**src/lzss_pkg.sv**
```systemverilog
// Shared constants and codes for the LZSS decompressor.
package lzss_pkg;

  // Parser phases.
  localparam logic [2:0] PH_FLAG  = 3'd0;
  localparam logic [2:0] PH_LIT   = 3'd1;
  localparam logic [2:0] PH_TOKLO = 3'd2;
  localparam logic [2:0] PH_TOKHI = 3'd3;
  localparam logic [2:0] PH_EXTRA = 3'd4;
  localparam logic [2:0] PH_MATCH = 3'd5;

  // Request kinds.
  localparam logic OP_FEED  = 1'b0;
  localparam logic OP_DRAIN = 1'b1;

  // Configuration register indexes.
  localparam logic REG_LARGE_WINDOW  = 1'b0;
  localparam logic REG_OUTPUT_LENGTH = 1'b1;

  // Format constants.
  localparam int          LEN_W     = 9;
  localparam logic [3:0]  LEN_ESC   = 4'hF;
  localparam logic [8:0]  LEN_BIAS  = 9'd3;
  localparam logic [15:0] FLAG_FILL = 16'hFF00;
  localparam int          FLAG_LIVE = 8;

  // Width of the remainder unit operands (positions up to 4096).
  localparam int MOD_W = 13;

endpackage

```
**src/lzss_mod_unit.sv**
```systemverilog
// Bit-serial restoring remainder unit, one quotient bit per cycle.
module lzss_mod_unit import lzss_pkg::*; (
  input  logic             clk,
  input  logic             rst,
  input  logic             start,
  input  logic [MOD_W-1:0] dividend,
  input  logic [MOD_W-1:0] divisor,
  output logic             done,
  output logic [MOD_W-1:0] remainder
);

  localparam int CW = $clog2(MOD_W + 1);

  logic          active;
  logic [CW-1:0] cnt;
  logic [MOD_W-1:0] quo;
  logic [MOD_W-1:0] div;
  logic [MOD_W:0]   trial;

  assign trial = {remainder, quo[MOD_W-1]};

  always_ff @(posedge clk) begin
    if (rst) begin
      active <= 1'b0;
      done   <= 1'b0;
      cnt    <= '0;
    end else begin
      done <= 1'b0;
      if (start) begin
        active    <= 1'b1;
        cnt       <= '0;
        quo       <= dividend;
        div       <= divisor;
        remainder <= '0;
      end else if (active) begin
        if (trial >= {1'b0, div}) begin
          remainder <= MOD_W'(trial - {1'b0, div});
        end else begin
          remainder <= trial[MOD_W-1:0];
        end
        quo <= {quo[MOD_W-2:0], 1'b0};
        cnt <= cnt + 1'b1;
        if (cnt == CW'(MOD_W - 1)) begin
          active <= 1'b0;
          done   <= 1'b1;
        end
      end
    end
  end

endmodule

```
**config.mk**
```make
export PLATFORM = sky130hd
export DESIGN_NAME = lzss_mod_unit
export DESIGN_NICKNAME = d
export VERILOG_FILES = /design/src/lzss_pkg.sv /design/src/lzss_mod_unit.sv
export SDC_FILE = /design/constraint.sdc
export NUM_CORES = 1
export LEC_CHECK = 0
export BUFFER_PORTS_ARGS = -buffer_cell sky130_fd_sc_hd__buf_2
export CAP_MARGIN = 20
export CORE_AREA = 2 2 73 75
export CTS_BUF_LIST = sky130_fd_sc_hd__clkbuf_4 sky130_fd_sc_hd__clkbuf_8
export DETAILED_ROUTE_END_ITERATION = 10
export DIE_AREA = 0 0 75 77
export PLACE_DENSITY = 0.81
export SLEW_MARGIN = 10
export SYNTH_ARGS = -nofsm -noshare
export SYNTH_HDL_FRONTEND = slang
export SYNTH_SLANG_ARGS = --single-unit
```
**constraint.sdc**
```tcl
create_clock -name clk -period 2.5 [get_ports clk]
set_input_delay 0.125 -clock clk [delete_from_list [all_inputs] [get_ports clk]]
set_output_delay 0.125 -clock clk [all_outputs]
set_load 0.05 [all_outputs]
```
==> metrics.yaml <==
logic_synthesis:
  yosys.area.top_type: "edfxtp_1"
  synth_top_area_share_pct: 47.2
  synthAdderAreaFrac_pct: 8.37
  syn-num-nets: 255
  ys_top_cells_by_area: "edfxtp_1, ha_1, dfxtp_1, mux2i_1, mux2_1"
  synth_top_family_by_area: "simple AND/OR/NAND/NOR gates"
  synthFlopType: "edfxtp_1"
  synth_xor_area_share_pct: 4.24
  synth_compound_area_share_pct: 9.98
  synth.yosys.seq_area_share_pct: 52.0
  syn_area_sq_um: 2480
  muxShareOfSynthArea_pct: 9.88
  synthDistinctLibCells: 40
  ys_top_cells_by_count: "edfxtp_1, nor2_1, inv_1"
  synth_cells: 210
  synth-simple-area-share_pct: 11.2
  ys_seq_elements: 45
  yosys_warnings: 0
  synthMostInstantiatedCell: "edfxtp_1"
  synth-async-reset-ratio_pct: 0
  synth_area_per_cell_sq_um: 11.8
  synth_enable_flop_cells: 39
setup_path:
  r2r_cells: 11
  critical-path-max-stage-delay_ps: 430
  rr_startpoint: "quo[12]$_DFFE_PP_"
  reg2reg_slack_ps: 20
  reg2reg_to: "remainder[6]$_SDFFCE_PP0P_"
  worstPathRequired_ps: 2530
  worst-path-max-fanout: 7
  crit_family: "compound AO/OA/AOI/OAI gates"
  path_cells: "inv_1 > ha_2 > fa_2 > nand2b_4 > a21oi_2 > o211ai_2 > a21oi_2 > a2111oi_4 > buf_6 > mux2i_1 > nor2_1"
  critPathArrivalTime_ps: 2500
  startpoint_type: "flip-flop"
  crit_buf_inv: 2
  critical_path_depth: 11
  cp_slowest_cell: "a2111oi_4"
  endpoint: "remainder[6]$_SDFFCE_PP0P_"
  crit_top_cell: "a21oi_2"
  crit_type: "flip-flop to flip-flop"
  crit_start: "quo[12]$_DFFE_PP_"
  end_kind: "flip-flop"
finish:
  layout-drive-gt1-share_pct: 31.7
  num_antenna_cells: 0
  fin_nets: 325
  syn2layout_area_growth_pct: 28.0
  fin_util_pct: 63.8
  design_area_sq_um: 3180
global_routing:
  grt_pass1_wl_mm: 7.60
  antenna_found_initial: 0
  grt_usage_pct: 17.3
  grt_pass1_vias: 1710
  overflow: 0
  grt_max_degree: 34
die:
  rows: 26
  fp.dieArea_sq_um: 5780
  core_sq_um: 4980
  die_x_microns: 75
  io_pins: 43
  start_util_pct: 49.8
  die_h_microns: 77
placed_design:
  io_buffer_count: 42
  dpl_cell_area_sq_um: 2860
  place_hpwl_mm: 3.35
  place.gp.congestion: 0.804
sta:
  final_hold_viol_count: 0
  tns_ps: 0
  drv_slew: 0
  rsz0062_at_grt: "true"
  worst_pin_slew_ps: 634
  max_freq_mhz: 404
  whs_ps: 108
  setup_viol_count_final: 0
  period_minus_slack_ps: 2480
  finalCritPeriodShare_pct: 99.0
  relSlewSlack_pct: 57.7
  clock_skew_ps: 7.08
power:
  p_seq_share_pct: 43.5
  power.leakage_nw: 1.32
  vdd_drop_max_uv: 329
  power.density_nw_per_um2: 665
  swShare_pct: 29.0
  p_total_mw: 2.11
  power_frac_comb_pct: 29.0
  switchingPower_mw: 0.613
  intPower_mw: 1.50
  clockPowerShare_pct: 27.4
routing:
  wl_met2_mm: 2.49
  route.top_layer_used: "met4"
  wl_mm: 4.72
  drcViolationCount: 0
  drt_pass1_iterations: 4
  via_count: 1767
  drt_iter0_markers: 33
  avgRoutedWirePerCell_microns: 13.4
  viasPerCell: 5.03
  detail-route-antenna-nets: 0
  met3_length_microns: 204
  wl_met1_mm: 1.96
clock_network:
  cts_buffer_depth: 2
  cts_max_level: 2
  clkSlewWorstSetupHoldPaths_ps: 90
  cts_root_buf: "clkbuf_8"
  clock-sinks: 45
  insertion_delay_ps: 300
  cts_made_buffers: 5
  cts_tree: "built"
job:
  drv_cap: 0
min_path:
  hold_depth: 2
  min_path_type: "input pin to flip-flop"
status:
  status: "complete, no violations"
-- per-stage QoR --
stage / setup WS [ps] / instances
after floorplan: -200 / 210
after global placement: 90.0 / 326
after detailed placement: -35.2 / 326
after CTS: 17.7 / 347
after global routing: -99.6 / 351
final: 24.3 / 351
-- power groups by stage --
| stage | registers (mW) | clock network [mW] | logic (mW) |
|---|---|---|---|
| floorplan | 1.01 | 0 | 0.363 |
| global placement | 0.935 | 0 | 0.553 |
| detailed placement | 0.937 | 0 | 0.570 |
| CTS | 0.920 | 0.603 | 0.591 |
| global route | 0.927 | 0.625 | 0.673 |
| finish | 0.920 | 0.580 | 0.613 |
-- state kept, by name (all words and copies together) (netlist names) --
| signal | count |
|---|---|
| remainder | 13 |
| quo | 13 |
| active | 1 |
| cnt | 4 |
| div | 13 |
| done | 1 |
-- layout make-up --
type	count	area (sq um)
Inverter	17	63.8
Multi-Input combinational cell	141	1150
Timing Repair Buffer	70	460
Tap cell	70	87.6
Sequential cell	45	1290
Fill cell	406	1800
Clock buffer	7	90.1
Clock inverter	1	30.0
-- routing by layer --
| layer | vias up | track usage [%] |
|---|---|---|
| met4 | 0 | 5.36 |
| met5 | - | 0 |
| met2 | 31 | 29.9 |
| met1 | 839 | 19.9 |
| met3 | 6 | 5.39 |
| li1 | 891 | - |
-- logic make-up after synthesis --
| logic type | count (synthesis) |
|---|---|
| XOR/XNOR | 12 |
| flip-flops | 45 |
| buffers and inverters | 24 |
| multiplexers | 23 |
| AND/OR/NAND/NOR | 58 |
| adder cells (fa/ha/maj) | 16 |
| AO/OA/AOI/OAI | 32 |
-- worst min-delay path by stage --
stage,start,to,slack (ps)
3_5_place_dp,divisor[7],div[7]$_DFFE_PP_,300
6_report,rst,active$_SDFF_PP0_,110
5_1_grt,rst,active$_SDFF_PP0_,100
4_1_cts,rst,active$_SDFF_PP0_,90
3_3_place_gp,divisor[3],div[3]$_DFFE_PP_,300
2_1_floorplan,divisor[0],div[0]$_DFFE_PP_,220
-- timing repair --
action	CTS	global route
endpoints found under the hold margin	13	0
hold buffers	13	0
resized for setup	1	6
cloned	0	0
pin swaps	1	3
setup buffers	0	4
endpoints found under the setup margin	9	12
-- cells in the final DEF (no fill, tap or decap), types with 2 or more instances in the layout --
master / Yosys / routed
nand3_1: 2 / 2
and3_1: 4 / 3
mux2i_1: 11 / 11
o211ai_2: 2 / 2
nor2_1: 23 / 22
buf_6: 2 / 2
nand2b_1: 6 / 5
ha_2: 0 / 2
edfxtp_1: 39 / 39
xor2_1: 5 / 5
ha_1: 15 / 10
nand2_1: 9 / 9
nor3_1: 6 / 6
a21o_1: 2 / 2
buf_4: 0 / 13
nor2b_1: 3 / 3
buf_2: 1 / 42
mux2_2: 4 / 4
mux2_1: 8 / 8
clkbuf_8: 0 / 6
a211oi_1: 3 / 2
a21oi_1: 10 / 9
dlygate4sd3_1: 0 / 13
xnor2_1: 7 / 7
o21ai_0: 3 / 3
dfxtp_1: 6 / 6
a21oi_2: 3 / 4
inv_1: 17 / 16
ha_4: 0 / 3
No activity file was read; power rests on OpenSTA's default activity.
